## src/rtl/iil_pkg.sv

```systemverilog
`default_nettype none
package iil_pkg;

  // Fixed field widths of the request and result words
  localparam int OP_W   = 4;
  localparam int POS_W  = 7;
  localparam int POS2_W = 6;
  localparam int VAL_W  = 32;
  localparam int CNT_W  = 7;

  // Operation codes; codes above OP_CLEAR are rejected
  typedef enum logic [OP_W-1:0] {
    OP_PUSH   = 4'd0,
    OP_POP    = 4'd1,
    OP_GET    = 4'd2,
    OP_BACK   = 4'd3,
    OP_SET    = 4'd4,
    OP_INSERT = 4'd5,
    OP_REMOVE = 4'd6,
    OP_SWAP   = 4'd7,
    OP_CLEAR  = 4'd8
  } op_t;

endpackage
`default_nettype wire

```

## src/rtl/iil_in_if.sv

```systemverilog
`default_nettype none
interface iil_in_if import iil_pkg::*; ();
  logic              valid;
  logic              ready;
  logic [OP_W-1:0]   operation;
  logic [POS_W-1:0]  position;
  logic [POS2_W-1:0] other_position;
  logic [VAL_W-1:0]  value;

  modport source (output valid, output operation, output position,
                  output other_position, output value, input ready);
  modport sink   (input valid, input operation, input position,
                  input other_position, input value, output ready);
endinterface
`default_nettype wire

```

## src/rtl/iil_out_if.sv

```systemverilog
`default_nettype none
interface iil_out_if import iil_pkg::*; ();
  logic             valid;
  logic             ready;
  logic             status;
  logic [VAL_W-1:0] read_value;
  logic [CNT_W-1:0] count;

  modport source (output valid, output status, output read_value, output count,
                  input ready);
  modport sink   (input valid, input status, input read_value, input count,
                  output ready);
endinterface
`default_nettype wire

```

## src/rtl/iil_mem.sv

```systemverilog
`default_nettype none
module iil_mem #(
  parameter int DEPTH = 64,
  parameter int WIDTH = 32,
  parameter int AW    = 6
) (
  input  wire logic             clk,
  input  wire logic             we,
  input  wire logic [AW-1:0]    waddr,
  input  wire logic [WIDTH-1:0] wdata,
  input  wire logic [AW-1:0]    raddr,
  output logic      [WIDTH-1:0] rdata
);

  logic [WIDTH-1:0] mem [DEPTH];
  logic [WIDTH-1:0] rdata_r;

  // Write one word per cycle
  always_ff @(posedge clk) begin
    if (we) begin
      mem[waddr] <= wdata;
    end
  end

  // Registered read; data appears in the cycle after the address
  always_ff @(posedge clk) begin
    rdata_r <= mem[raddr];
  end

  assign rdata = rdata_r;

endmodule
`default_nettype wire

```

## src/rtl/indexed_insertable_list.sv

```systemverilog
// Channel  | Dir | Handshake     | Word
// ---------+-----+---------------+----------------------------------------------
// in_ch    | in  | valid / ready | operation, position, other_position, value
// out_ch   | out | valid / ready | status, read_value, count
//
// Push, pop, set, clear, insert at the end and every rejected request finish
// straight from idle; get and back read the entry memory first; swap reads
// both entries, then writes both back; insert before the end and remove walk
// the entries behind the position through the single write port of the entry
// memory, which moves one entry per cycle. One request is worked on at a time.
// Reset (synchronous, active low) empties the list; entry contents are kept.
// A finished result parks in a holding register while out_ch stalls, and
// in_ch is ready again once that result has moved to the output register.
`default_nettype none
module indexed_insertable_list import iil_pkg::*; #(
  parameter int DEPTH = 64,
  parameter int WIDTH = 32
) (
  input  wire logic clk,
  input  wire logic rst_n,
  iil_in_if.sink    in_ch,
  iil_out_if.source out_ch
);

  localparam int IW   = $clog2(DEPTH);
  localparam int CW   = $clog2(DEPTH + 1);
  localparam int CMPW = (CW > POS_W) ? CW : POS_W;

  typedef enum logic [8:0] {
    S_IDLE = 9'b000000001,
    S_READ = 9'b000000010,
    S_INS  = 9'b000000100,
    S_INSV = 9'b000001000,
    S_REM  = 9'b000010000,
    S_SW1  = 9'b000100000,
    S_SW2  = 9'b001000000,
    S_SW3  = 9'b010000000,
    S_HOLD = 9'b100000000
  } state_t;

  state_t state_r, state_nxt;
  logic [CW-1:0]    used_r, used_nxt;
  logic [IW-1:0]    k_r, k_nxt;
  logic [IW-1:0]    pos_r, pos2_r;
  logic [WIDTH-1:0] val_r, tmp_r, tmp_nxt;

  logic             out_valid_r;
  logic             out_status_r;
  logic [VAL_W-1:0] out_read_value_r;
  logic [CNT_W-1:0] out_count_r;
  logic             pend_err_r;
  logic [VAL_W-1:0] pend_rd_r;

  // Memory port
  logic             mem_we;
  logic [IW-1:0]    mem_waddr, mem_raddr;
  logic [WIDTH-1:0] mem_wdata, mem_rdata;

  // Width adaptation
  logic [CMPW-1:0]        pos_c, pos2_c, used_c, depth_c, used_nxt_c;
  logic [WIDTH+VAL_W-1:0] val_ext, rd_ext;
  logic [WIDTH-1:0]       val_w;
  logic [VAL_W-1:0]       rd32;

  logic fire, slot_free, fin, fin_err;
  logic [VAL_W-1:0] fin_rd;
  logic empty, full;
  op_t  op;

  assign pos_c      = CMPW'(in_ch.position);
  assign pos2_c     = CMPW'(in_ch.other_position);
  assign used_c     = CMPW'(used_r);
  assign depth_c    = CMPW'(DEPTH);
  assign used_nxt_c = CMPW'(used_nxt);
  assign val_ext    = {{WIDTH{1'b0}}, in_ch.value};
  assign val_w      = val_ext[WIDTH-1:0];
  assign rd_ext     = {{VAL_W{1'b0}}, mem_rdata};
  assign rd32       = rd_ext[VAL_W-1:0];

  assign empty     = (used_r == '0);
  assign full      = (used_c == depth_c);
  assign op        = op_t'(in_ch.operation);
  assign fire      = in_ch.valid && in_ch.ready;
  assign slot_free = !out_valid_r || out_ch.ready;

  iil_mem #(
    .DEPTH (DEPTH),
    .WIDTH (WIDTH),
    .AW    (IW)
  ) u_mem (
    .clk   (clk),
    .we    (mem_we),
    .waddr (mem_waddr),
    .wdata (mem_wdata),
    .raddr (mem_raddr),
    .rdata (mem_rdata)
  );

  // Sequence each request through the memory; the next request enters only
  // after the last write of this one, so no read can see a stale entry
  always_comb begin
    state_nxt = state_r;
    used_nxt  = used_r;
    k_nxt     = k_r;
    tmp_nxt   = tmp_r;
    mem_we    = 1'b0;
    mem_waddr = '0;
    mem_wdata = val_r;
    mem_raddr = '0;
    fin       = 1'b0;
    fin_err   = 1'b0;
    fin_rd    = '0;

    unique case (state_r)
      S_IDLE: begin
        if (fire) begin
          unique case (op)
            OP_PUSH: begin
              fin = 1'b1;
              if (full) begin
                fin_err = 1'b1;
              end else begin
                mem_we    = 1'b1;
                mem_waddr = used_c[IW-1:0];
                mem_wdata = val_w;
                used_nxt  = used_r + 1'b1;
              end
            end
            OP_POP: begin
              fin = 1'b1;
              if (empty) begin
                fin_err = 1'b1;
              end else begin
                used_nxt = used_r - 1'b1;
              end
            end
            OP_GET: begin
              if (pos_c >= used_c) begin
                fin     = 1'b1;
                fin_err = 1'b1;
              end else begin
                mem_raddr = pos_c[IW-1:0];
                state_nxt = S_READ;
              end
            end
            OP_BACK: begin
              if (empty) begin
                fin     = 1'b1;
                fin_err = 1'b1;
              end else begin
                mem_raddr = used_c[IW-1:0] - 1'b1;
                state_nxt = S_READ;
              end
            end
            OP_SET: begin
              fin = 1'b1;
              if (pos_c >= used_c) begin
                fin_err = 1'b1;
              end else begin
                mem_we    = 1'b1;
                mem_waddr = pos_c[IW-1:0];
                mem_wdata = val_w;
              end
            end
            OP_INSERT: begin
              if ((pos_c > used_c) || full) begin
                fin     = 1'b1;
                fin_err = 1'b1;
              end else if (pos_c == used_c) begin
                // insert at the end is a push
                fin       = 1'b1;
                mem_we    = 1'b1;
                mem_waddr = used_c[IW-1:0];
                mem_wdata = val_w;
                used_nxt  = used_r + 1'b1;
              end else begin
                mem_raddr = used_c[IW-1:0] - 1'b1;
                k_nxt     = used_c[IW-1:0];
                state_nxt = S_INS;
              end
            end
            OP_REMOVE: begin
              if (pos_c >= used_c) begin
                fin     = 1'b1;
                fin_err = 1'b1;
              end else if (pos_c == used_c - 1'b1) begin
                // removing the last entry moves nothing
                fin      = 1'b1;
                used_nxt = used_r - 1'b1;
              end else begin
                mem_raddr = pos_c[IW-1:0] + 1'b1;
                k_nxt     = pos_c[IW-1:0];
                state_nxt = S_REM;
              end
            end
            OP_SWAP: begin
              if ((pos_c >= used_c) || (pos2_c >= used_c)) begin
                fin     = 1'b1;
                fin_err = 1'b1;
              end else begin
                mem_raddr = pos_c[IW-1:0];
                state_nxt = S_SW1;
              end
            end
            OP_CLEAR: begin
              fin      = 1'b1;
              used_nxt = '0;
            end
            default: begin
              fin     = 1'b1;
              fin_err = 1'b1;
            end
          endcase
        end
      end
      S_READ: begin
        fin    = 1'b1;
        fin_rd = rd32;
      end
      S_INS: begin
        // move entry k-1 up to k, fetch the one below
        mem_we    = 1'b1;
        mem_waddr = k_r;
        mem_wdata = mem_rdata;
        if (k_r - 1'b1 == pos_r) begin
          state_nxt = S_INSV;
        end else begin
          mem_raddr = k_r - 2'd2;
          k_nxt     = k_r - 1'b1;
        end
      end
      S_INSV: begin
        fin       = 1'b1;
        mem_we    = 1'b1;
        mem_waddr = pos_r;
        mem_wdata = val_r;
        used_nxt  = used_r + 1'b1;
      end
      S_REM: begin
        // move entry k+1 down to k, fetch the next one
        mem_we    = 1'b1;
        mem_waddr = k_r;
        mem_wdata = mem_rdata;
        if (CMPW'(k_r) + 2'd2 == used_c) begin
          fin      = 1'b1;
          used_nxt = used_r - 1'b1;
        end else begin
          mem_raddr = k_r + 2'd2;
          k_nxt     = k_r + 1'b1;
        end
      end
      S_SW1: begin
        tmp_nxt   = mem_rdata;
        mem_raddr = pos2_r;
        state_nxt = S_SW2;
      end
      S_SW2: begin
        mem_we    = 1'b1;
        mem_waddr = pos_r;
        mem_wdata = mem_rdata;
        state_nxt = S_SW3;
      end
      S_SW3: begin
        fin       = 1'b1;
        mem_we    = 1'b1;
        mem_waddr = pos2_r;
        mem_wdata = tmp_r;
      end
      S_HOLD: begin
        if (slot_free) begin
          state_nxt = S_IDLE;
        end
      end
      default: begin
        state_nxt = S_IDLE;
      end
    endcase

    // Finished work goes out directly or waits in the holding register
    if (fin) begin
      state_nxt = slot_free ? S_IDLE : S_HOLD;
    end
  end

  // Take no word while reset is held
  assign in_ch.ready = rst_n && (state_r == S_IDLE);

  // Control state
  always_ff @(posedge clk) begin
    if (!rst_n) begin
      state_r     <= S_IDLE;
      used_r      <= '0;
      out_valid_r <= 1'b0;
    end else begin
      state_r <= state_nxt;
      used_r  <= used_nxt;
      if (fin && slot_free) begin
        out_valid_r <= 1'b1;
      end else if ((state_r == S_HOLD) && slot_free) begin
        out_valid_r <= 1'b1;
      end else if (out_ch.ready) begin
        out_valid_r <= 1'b0;
      end
    end
  end

  // Request fields, walk index and result words
  always_ff @(posedge clk) begin
    k_r   <= k_nxt;
    tmp_r <= tmp_nxt;
    if (fire) begin
      pos_r  <= pos_c[IW-1:0];
      pos2_r <= pos2_c[IW-1:0];
      val_r  <= val_w;
    end
    if (fin && slot_free) begin
      out_status_r     <= fin_err;
      out_read_value_r <= fin_rd;
      out_count_r      <= used_nxt_c[CNT_W-1:0];
    end else if ((state_r == S_HOLD) && slot_free) begin
      out_status_r     <= pend_err_r;
      out_read_value_r <= pend_rd_r;
      out_count_r      <= used_c[CNT_W-1:0];
    end
    if (fin) begin
      pend_err_r <= fin_err;
      pend_rd_r  <= fin_rd;
    end
  end

  assign out_ch.valid      = out_valid_r;
  assign out_ch.status     = out_status_r;
  assign out_ch.read_value = out_read_value_r;
  assign out_ch.count      = out_count_r;

endmodule
`default_nettype wire

```

## src/flat_wrapper.sv

```systemverilog
// flat-port wrapper written by rule: the top's interface ports become plain ports
module indexed_insertable_list_flat import iil_pkg::*;
#(
  parameter int DEPTH = 64,
  parameter int WIDTH = 32
)
  (clk, rst_n, in_ch_valid, in_ch_operation, in_ch_position, in_ch_other_position, in_ch_value, in_ch_ready, out_ch_valid, out_ch_status, out_ch_read_value, out_ch_count, out_ch_ready);
  iil_in_if in_ch_i ();
  iil_out_if out_ch_i ();
  input  wire logic clk;
  input  wire logic rst_n;
  input wire logic [$bits(in_ch_i.valid)-1:0] in_ch_valid;
  input wire logic [$bits(in_ch_i.operation)-1:0] in_ch_operation;
  input wire logic [$bits(in_ch_i.position)-1:0] in_ch_position;
  input wire logic [$bits(in_ch_i.other_position)-1:0] in_ch_other_position;
  input wire logic [$bits(in_ch_i.value)-1:0] in_ch_value;
  output wire logic [$bits(in_ch_i.ready)-1:0] in_ch_ready;
  output wire logic [$bits(out_ch_i.valid)-1:0] out_ch_valid;
  output wire logic [$bits(out_ch_i.status)-1:0] out_ch_status;
  output wire logic [$bits(out_ch_i.read_value)-1:0] out_ch_read_value;
  output wire logic [$bits(out_ch_i.count)-1:0] out_ch_count;
  input wire logic [$bits(out_ch_i.ready)-1:0] out_ch_ready;
  assign in_ch_i.valid = in_ch_valid;
  assign in_ch_i.operation = in_ch_operation;
  assign in_ch_i.position = in_ch_position;
  assign in_ch_i.other_position = in_ch_other_position;
  assign in_ch_i.value = in_ch_value;
  assign in_ch_ready = in_ch_i.ready;
  assign out_ch_valid = out_ch_i.valid;
  assign out_ch_status = out_ch_i.status;
  assign out_ch_read_value = out_ch_i.read_value;
  assign out_ch_count = out_ch_i.count;
  assign out_ch_i.ready = out_ch_ready;
  indexed_insertable_list #(.DEPTH(DEPTH), .WIDTH(WIDTH)) u_core (.clk(clk), .rst_n(rst_n), .in_ch(in_ch_i), .out_ch(out_ch_i));
endmodule
```

## config.mk

```make
export PLATFORM = sky130hd
export DESIGN_NAME = indexed_insertable_list_flat
export DESIGN_NICKNAME = d
export VERILOG_FILES = /design/src/rtl/iil_pkg.sv /design/src/rtl/iil_in_if.sv /design/src/rtl/iil_out_if.sv /design/src/rtl/iil_mem.sv /design/src/rtl/indexed_insertable_list.sv /design/src/flat_wrapper.sv
export SDC_FILE = /design/constraint.sdc
export NUM_CORES = 2
export LEC_CHECK = 0
export BUFFER_PORTS_ARGS = -buffer_cell sky130_fd_sc_hd__buf_2
export CORE_UTILIZATION = 40
export CTS_BUF_LIST = sky130_fd_sc_hd__clkbuf_2 sky130_fd_sc_hd__clkbuf_4 sky130_fd_sc_hd__clkbuf_8
export DETAILED_ROUTE_END_ITERATION = 12
export SLEW_MARGIN = 20
export SYNTH_ARGS = -nofsm -noshare
export SYNTH_HDL_FRONTEND = slang
export SYNTH_HIERARCHICAL = 1
export SYNTH_SLANG_ARGS = --single-unit
```

## constraint.sdc

```tcl
create_clock -name clk -period 7 [get_ports clk]
set_input_delay 0.35 -clock clk [delete_from_list [all_inputs] [get_ports clk]]
set_output_delay 0.35 -clock clk [all_outputs]
set_load 0.01 [all_outputs]
```

=== Word-level counts from Yosys, hierarchy flattened ===
Memories as Yosys holds them, arrays and structs flattened. A register that Yosys moved wholly into a read port is not among the register bits.
Cells that the tools add are included.

* Register bits after elaboration: 172
* Memory bits (writable): 2048
* Input port bits: 53
* Output and inout port bits: 42
* Memories: 1

{| class="wikitable"
|+ Memory list
! memory !! words !! width !! read ports !! clocked after Yosys merged registers in !! wr ports !! RTL line !! RTL
|-
| u_core.u_mem.mem || 64 || 32 || 1 || 1 || 1 || iil_mem.sv:15 || <nowiki>logic [WIDTH-1:0] mem [DEPTH];</nowiki>
|}

* $add $sub $neg: 9
* Magnitude comparators: 3
* Eq/ne operators: 42
* Multiplexer cells: 92
* Reductions and logical operators: 23

{| class="wikitable"
|+ Operators by type and width
! kind !! count
|-
| 32-bit two-way mux || 8
|-
| 32-bit case mux with 3 select lines || 2
|-
| 6-bit two-way mux || 21
|-
| 9-bit two-way mux || 12
|-
| 7-bit two-way mux || 10
|-
| 9-bit case mux with 6 select lines || 1
|-
| 6-bit case mux with 4 select lines || 2
|-
| 9-bit case mux with 5 select lines || 1
|-
| 6-bit case mux with 3 select lines || 2
|-
| 7-bit case mux with 5 select lines || 1
|-
| 6-bit case mux with 5 select lines || 1
|-
| 4-bit by 3-bit != test with 1-bit output, second input constant || 7
|-
| 1-bit two-way mux || 24
|-
| 7-bit == test || 3
|-
| 7-bit case mux with 3 select lines || 1
|-
| 4-bit by 3-bit == test with 1-bit output, second input constant || 4
|-
| 3-bit != test, second input constant || 5
|-
| 6-bit by 1-bit adder with 6-bit output, second input constant || 2
|-
| 6-bit case mux with 2 select lines || 1
|-
| 12-bit AND reduction || 1
|-
| 6-bit by 1-bit subtractor with 6-bit output, second input constant || 2
|-
| 9-bit by 1-bit == test with 1-bit output, second input constant || 1
|-
| 9-bit by 2-bit == test with 1-bit output, second input constant || 1
|-
| 9-bit by 3-bit == test with 1-bit output, second input constant || 1
|-
| 39 further kinds || 55
|}

=== Depth between registers and ports, before layout ===
* Depth in word-level cells: 9
* Depth in mapped cells: 23
* Gate-level depth less buffers: 15

=== Cells and area by module ===
Netlist, hierarchy kept.

{| class="wikitable"
|+ Modules (own cells, without submodules)
! module !! instances !! cells an instance !! area each (um2) !! sequential area each (um2)
|-
| iil_mem || 1 || 3511 || 79039.6 || 62139.6
|-
| indexed_insertable_list || 1 || 869 || 9544.2 || 4994.8
|}

=== Least setup slack after synthesis ===
Ideal clock, no wire load.

* Path type: flip-flop to flip-flop
* From: register u_core.state_r[8]
* To: register u_core.u_mem.rdata_r[12] (netlist: u_core/u_mem/rdata[12]), read port of u_core.u_mem.mem
* Arrival: 5805 ps
* Required time: 6884 ps
* Slack: 1079 ps
* Stages on the path, launching flop included: 14
* Buffers on the path: 3
* Period minus slack after synthesis: 5921 ps
* Cells stage by stage: dfxtp_1 nor4_1 nand2_1 nor3b_1 a22oi_1 o211ai_1 buf_4 nor2b_1 clkbuf_1 clkbuf_1 a22oi_1 a31oi_1 o21ai_0 and4_1

* Word-level cells in the longest chain between the ends: 5

{| class="wikitable"
|+ Ends and longest elaborated chain
! element !! RTL line !! RTL
|-
| from (decl) || indexed_insertable_list.sv:41 || <nowiki>state_t state_r, state_nxt;</nowiki>
|-
| from (signal assigned) || indexed_insertable_list.sv:295 || <nowiki>state_r <= state_nxt;</nowiki>
|-
| 9-bit by 1-bit == test with 1-bit output || indexed_insertable_list.sv:114, indexed_insertable_list.sv:286 ||
|-
| 1-bit logical AND || indexed_insertable_list.sv:286 || <nowiki>assign in_ch.ready = rst_n && (state_r == S_IDLE);</nowiki>
|-
| 1-bit logical AND || indexed_insertable_list.sv:83 || <nowiki>assign fire = in_ch.valid && in_ch.ready;</nowiki>
|-
| 6-bit two-way mux || indexed_insertable_list.sv:116 || <nowiki>if (fire) begin</nowiki>
|-
| 6-bit case mux with 4 select lines * || indexed_insertable_list.sv:114 || <nowiki>unique case (state_r)</nowiki>
|-
| named net u_core.mem_raddr[2] || indexed_insertable_list.sv:56 || <nowiki>logic [IW-1:0] mem_waddr, mem_raddr;</nowiki>
|-
| to (decl) || iil_mem.sv:16 || <nowiki>logic [WIDTH-1:0] rdata_r;</nowiki>
|}

Mark *: on every way through the listed nets, which the timed path passes. The rest lies on a longest branch.
A chain may end at the register's enable or synchronous reset.

=== Worst setup path in the final report ===
* From: register u_core.used_r[0] (netlist: u_core/used_c[0])
* To: register u_core.u_mem.rdata_r[28] (netlist: u_core/u_mem/rdata[28]), read port of u_core.u_mem.mem

* Word-level cells in the longest chain between the ends: 7

{| class="wikitable"
|+ Ends and longest elaborated chain
! element !! RTL line !! RTL
|-
| from (decl) || indexed_insertable_list.sv:42 || <nowiki>logic [CW-1:0] used_r, used_nxt;</nowiki>
|-
| from (signal assigned) || indexed_insertable_list.sv:296 || <nowiki>used_r <= used_nxt;</nowiki>
|-
| 7-bit by 1-bit subtractor with 7-bit output || indexed_insertable_list.sv:186 || <nowiki>end else if (pos_c == used_c - 1'b1) begin</nowiki>
|-
| 7-bit == test || indexed_insertable_list.sv:186 ||
|-
| 6-bit two-way mux || indexed_insertable_list.sv:186 ||
|-
| 6-bit two-way mux || indexed_insertable_list.sv:183 || <nowiki>if (pos_c >= used_c) begin</nowiki>
|-
| 6-bit case mux with 5 select lines || indexed_insertable_list.sv:117 || <nowiki>unique case (op)</nowiki>
|-
| 6-bit two-way mux || indexed_insertable_list.sv:116 ||
|-
| 6-bit case mux with 4 select lines * || indexed_insertable_list.sv:114 ||
|-
| named net u_core.mem_raddr[1] || indexed_insertable_list.sv:56 ||
|}

Marked as above.

==> metrics.md <==
| Metric | Value |
|---|---|
| Vert. Die Dim | `473 um` |
| Type of the setup path with the least slack | `flip-flop to flip-flop` |
| Utilization of the core after routing | `46.6%` |
| Post-route minimum period | `6.13 ns` |
| Detailed placer's ending HPWL | `141 mm` |
| Power per standard cell area | `342 nW/um2` |
| Most frequent cells in the layout | `2,203 x sky130_fd_sc_hd__edfxtp_1, 446 x sky130_fd_sc_hd__mux4_2, 391 x sky130_fd_sc_hd__clkbuf_8, 202 x sky130_fd_sc_hd__buf_4, 196 x sky130_fd_sc_hd__mux2i_1` |
| Cell at the root of the clock tree | `sky130_fd_sc_hd__clkbuf_8` |
| Number of optimization iterations in the first detailed-route pass | `8` |
| Number of buffer cells added on primary ports | `94` |
| Total grt overflow | `0` |
| Final nets | `5,002` |
| Fill cells | `18,452` |
| Switch share | `28.3%` |
| Part of the power in registers | `51.2%` |
| Floorplan die width | `473 um` |
| Worst setup EP type | `flip-flop` |
| DRC violation count after routing | `0` |
| Fmax | `163 MHz` |
| Fraction of layout cells with a size suffix above 1 | `28.6%` |
| Count of nets left with antenna violations after detail routing | `0` |
| Outcome | `finished, final reports clean` |
| Post-synth EDFFs | `2,203` |
| Max-capacitance violation count | `0` |
| Post-Synth XOR/XNOR Area | `0.391%` |
| Biggest cell delay along the critical path | `0.57 ns` |
| Final setup viols | `0` |
| Number of antenna violations at the first check in global routing | `9` |
| Clock buffers created by TritonCTS | `374` |
| Slew Limit Headroom | `22.3%` |
| Longest Clk Path Bufs | `4` |
| Sink Count | `2,252` |
| Cell types with the largest area share after synthesis | `sky130_fd_sc_hd__edfxtp_1 75%, sky130_fd_sc_hd__mux4_2 11%, sky130_fd_sc_hd__mux2i_1 2.2%` |
| Detailed-route wire length per cell | `29.7 um` |
| Largest family of logic cells by synthesized area | `multiplexers` |
| Final setup TNS | `0 ns` |
| Via count of the first global-routing pass | `47,236` |
| Worst hold slack | `0.106 ns` |
| Netlist area before placement | `88,600 um2` |
| CTS clk-pin slew, worst paths | `0.07 ns` |
| Count of yosys warnings during synthesis | `6` |
| Share of the synthesized area in the top cell type | `74.7%` |
| HP Class | `input port to flip-flop` |
| Share of synthesized cell area in full adder, half adder and majority cells | `0.367%` |
| Max FO, Critical Path | `59` |
| DR vias | `47,378` |
| Sw Pwr | `9900 uW` |
| Part of the power in combinational logic | `16.4%` |
| Period utilisation layout | `87.6%` |
| Flop and latch count out of synthesis | `2,252` |
| Final weighted congestion in routability-driven placement | `0.886` |
| Compound-cell area share of the yosys netlist | `4.65%` |
| Portion of netlist area occupied by mux cells | `14.0%` |
| Area leader, netlist | `sky130_fd_sc_hd__edfxtp_1` |
| Required time at the worst-slack endpoint | `7.91 ns` |
| CP Data Arrival Time | `7.04 ns` |
| Detail-routed via count per cell | `5.80` |
| Pins over their slew limit | `0` |
| P_leak | `0.0317 uW` |
| Clock share of power | `32.5%` |
| First-pass GRT wire length | `345 mm` |
| Transition time at the pin with the least slew margin | `1.16 ns` |
| Category of the worst setup path launch point | `flip-flop` |
| Number of standard cells in the final layout excluding fillers | `8,162` |
| Final Hold Violating Endpoints | `0` |
| Core Region | `220,000 um2` |
| Clock skew | `0.0999 ns` |
| Instance count after placement with tap cells included | `7,420` |
| Post-CTS Setup Repair Bufs | `0` |
| Leading cell type in the layout, fill and taps excluded | `sky130_fd_sc_hd__edfxtp_1` |
| CTS tree | `built` |
| Register-to-register setup slack | `0.87 ns` |
| Portion of the post-synthesis area used by sequential elements | `75.8%` |
| Initial core utilization | `40.3%` |
| Int Power | `25,100 uW` |
| Setup WS post-layout | `0.866 ns` |
| Dominant synthesized flop cell | `sky130_fd_sc_hd__edfxtp_1` |
| Clock latency of the later-clocked register in the worst-skew pair | `1.09 ns` |
| Proportion of register bits with asynchronous set or reset after synthesis | `0%` |
| RSZ-0062 raised after global routing | `false` |
| Mapped Cells | `4,380` |
| Worst ir drop on vdd | `245 uV` |
| Floorplan die area | `223,000 um2` |
| Count of distinct cell types in the synthesized netlist | `84` |
| Largest net degree at the start of global routing | `65` |
| Synthesized Nets | `4,459` |
| All-Layer GR Usage | `21.5%` |
| Cells along the critical path | `inv_1 > ha_1 > or3b_1 > or3_1 > xnor2_2 > nor4_2 > buf_4 > nor3_1 > a221oi_1 > o221ai_4 > buf_12 > buf_12 > buf_4 > mux4_2 > nor2b_1 > a211oi_1 > o21ai_0 > and3_1` |
| Layout area overhead | `15.6%` |
| Iteration-0 DRC Markers | `5,791` |
| Worst slack at placement | `1.04 ns` |
| Average footprint of a synthesized cell | `20.2 um2` |
| Floorplan row count | `172` |
| Wire length reported by the detailed router | `242 mm` |
| Boundary Pins | `95` |
| H-Tree Depth | `5` |
| Slowest-stage cell, CP | `sky130_fd_sc_hd__o221ai_4` |
| Simple-gate portion of the synthesized area | `3.02%` |
[power by group through the flow]
stage               Clock [uW]  Sequential, uW  Combinational, uW
floorplan                    0           18100               2970
global placement             0           18200               5480
detailed placement           0           18200               5660
CTS                      11600           17900               5710
global route             12200           18000               6090
finish                   11400           17900               5730
[cells in the mapped netlist (22+ instances only)]
master / count
sky130_fd_sc_hd__edfxtp_1: 2203
sky130_fd_sc_hd__mux4_2: 446
sky130_fd_sc_hd__mux2i_1: 196
sky130_fd_sc_hd__a22oi_1: 136
sky130_fd_sc_hd__nand2_1: 128
sky130_fd_sc_hd__nor2_1: 127
sky130_fd_sc_hd__clkbuf_1: 120
sky130_fd_sc_hd__o21ai_0: 80
sky130_fd_sc_hd__nand3_1: 77
sky130_fd_sc_hd__a21oi_1: 67
sky130_fd_sc_hd__buf_2: 57
sky130_fd_sc_hd__dfxtp_1: 49
sky130_fd_sc_hd__o22ai_1: 48
sky130_fd_sc_hd__and2_1: 41
sky130_fd_sc_hd__buf_4: 31
sky130_fd_sc_hd__buf_6: 31
sky130_fd_sc_hd__mux2_1: 28
sky130_fd_sc_hd__a211oi_1: 27
sky130_fd_sc_hd__a31oi_1: 27
sky130_fd_sc_hd__a222oi_1: 26
sky130_fd_sc_hd__ha_1: 26
sky130_fd_sc_hd__nor3_1: 26
sky130_fd_sc_hd__a22o_1: 25
sky130_fd_sc_hd__inv_1: 25
sky130_fd_sc_hd__nor2b_1: 23
sky130_fd_sc_hd__o211ai_1: 22
[metrics by stage]
stage | total power, uW | area (um2)
global route | 36200 | 102000
CTS | 35200 | 102000
detailed placement | 23900 | 94300
global placement | 23700 | 94300
floorplan | 21100 | 88600
finish | 35000 | 102000
[metal layers]
| layer | vias up | part of all wire (%) | GRT usage, % |
|---|---|---|---|
| met5 | - | 0 | 0 |
| met4 | 0 | 2.3 | 6.04 |
| met3 | 330 | 8.1 | 3.69 |
| met1 | 25236 | 42 | 30.3 |
| li1 | 19462 | - | - |
| met2 | 2350 | 48 | 34.3 |
[worst paths after layout]
path                             startpoint                        endpoint  depth (start not counted)
min                         in_ch_value[24]      u_core/val_r[24]$_DFFE_PP_                          2
max             u_core/used_c[0]$_SDFF_PN0_  u_core/u_mem/rdata[28]$_DFF_P_                         18
min reg2reg  u_core/u_mem/rdata[20]$_DFF_P_      u_core/tmp_r[20]$_DFFE_PN_                          0
max reg2reg     u_core/used_c[0]$_SDFF_PN0_  u_core/u_mem/rdata[28]$_DFF_P_                         18
[state kept, by name, indices dropped and copies added (netlist names)]
| register | flops |
|---|---|
| u_core/out_ch.read_value | 32 |
| u_core/u_mem/mem | 2048 |
| u_core/val_r | 32 |
| u_core/state_r | 9 |
| u_core/out_ch.count | 7 |
| u_core/pend_err_r | 1 |
| u_core/k_r | 6 |
| u_core/pend_rd_r | 32 |
| u_core/out_ch.valid | 1 |
| u_core/pos_r | 6 |
| u_core/pos2_r | 6 |
| u_core/out_ch.status | 1 |
| u_core/used_c | 7 |
| u_core/u_mem/rdata | 32 |
| u_core/tmp_r | 32 |
[layout make-up]
class	count	area [um2]	area share, %
well taps	2958	3700	3.61
clock inverters	158	1070	1.04
repair buffers	424	3700	3.61
clock buffers	493	6150	6.00
inverters	27	101	0.0990
flip-flops and latches	2252	67100	65.6
diodes	6	15.0	0.0147
multi-input cells	1844	20500	20.1
[kinds of logic (layout without fill, tap and decap cells)]
group | count (synthesis) | in the layout
muxes | 676 | 676
buffers and inverters | 284 | 1102
AOI/OAI and AO/OA | 574 | 574
other | 0 | 6
xor gates and xnor gates | 34 | 34
and+or+nand+nor | 534 | 534
DFF | 2252 | 2252
adders and majority gates | 26 | 26
[worst max-delay path, delay by kind of cell (launching register included)]
kind	cells	cell delay, ns
adders and majority gates	1	0.34
xor gates and xnor gates	1	0.25
DFF	1	0.31
AOI/OAI and AO/OA	4	1.61
muxes	1	0.30
and+or+nand+nor	6	1.88
buffers and inverters	5	1.18
[what timing repair did]
action                                 in CTS  in global routing
resized for setup                           0                  0
endpoints found under the hold margin      67                  0
hold buffers                               85                  0
Power figures use the tool's default switching activity.
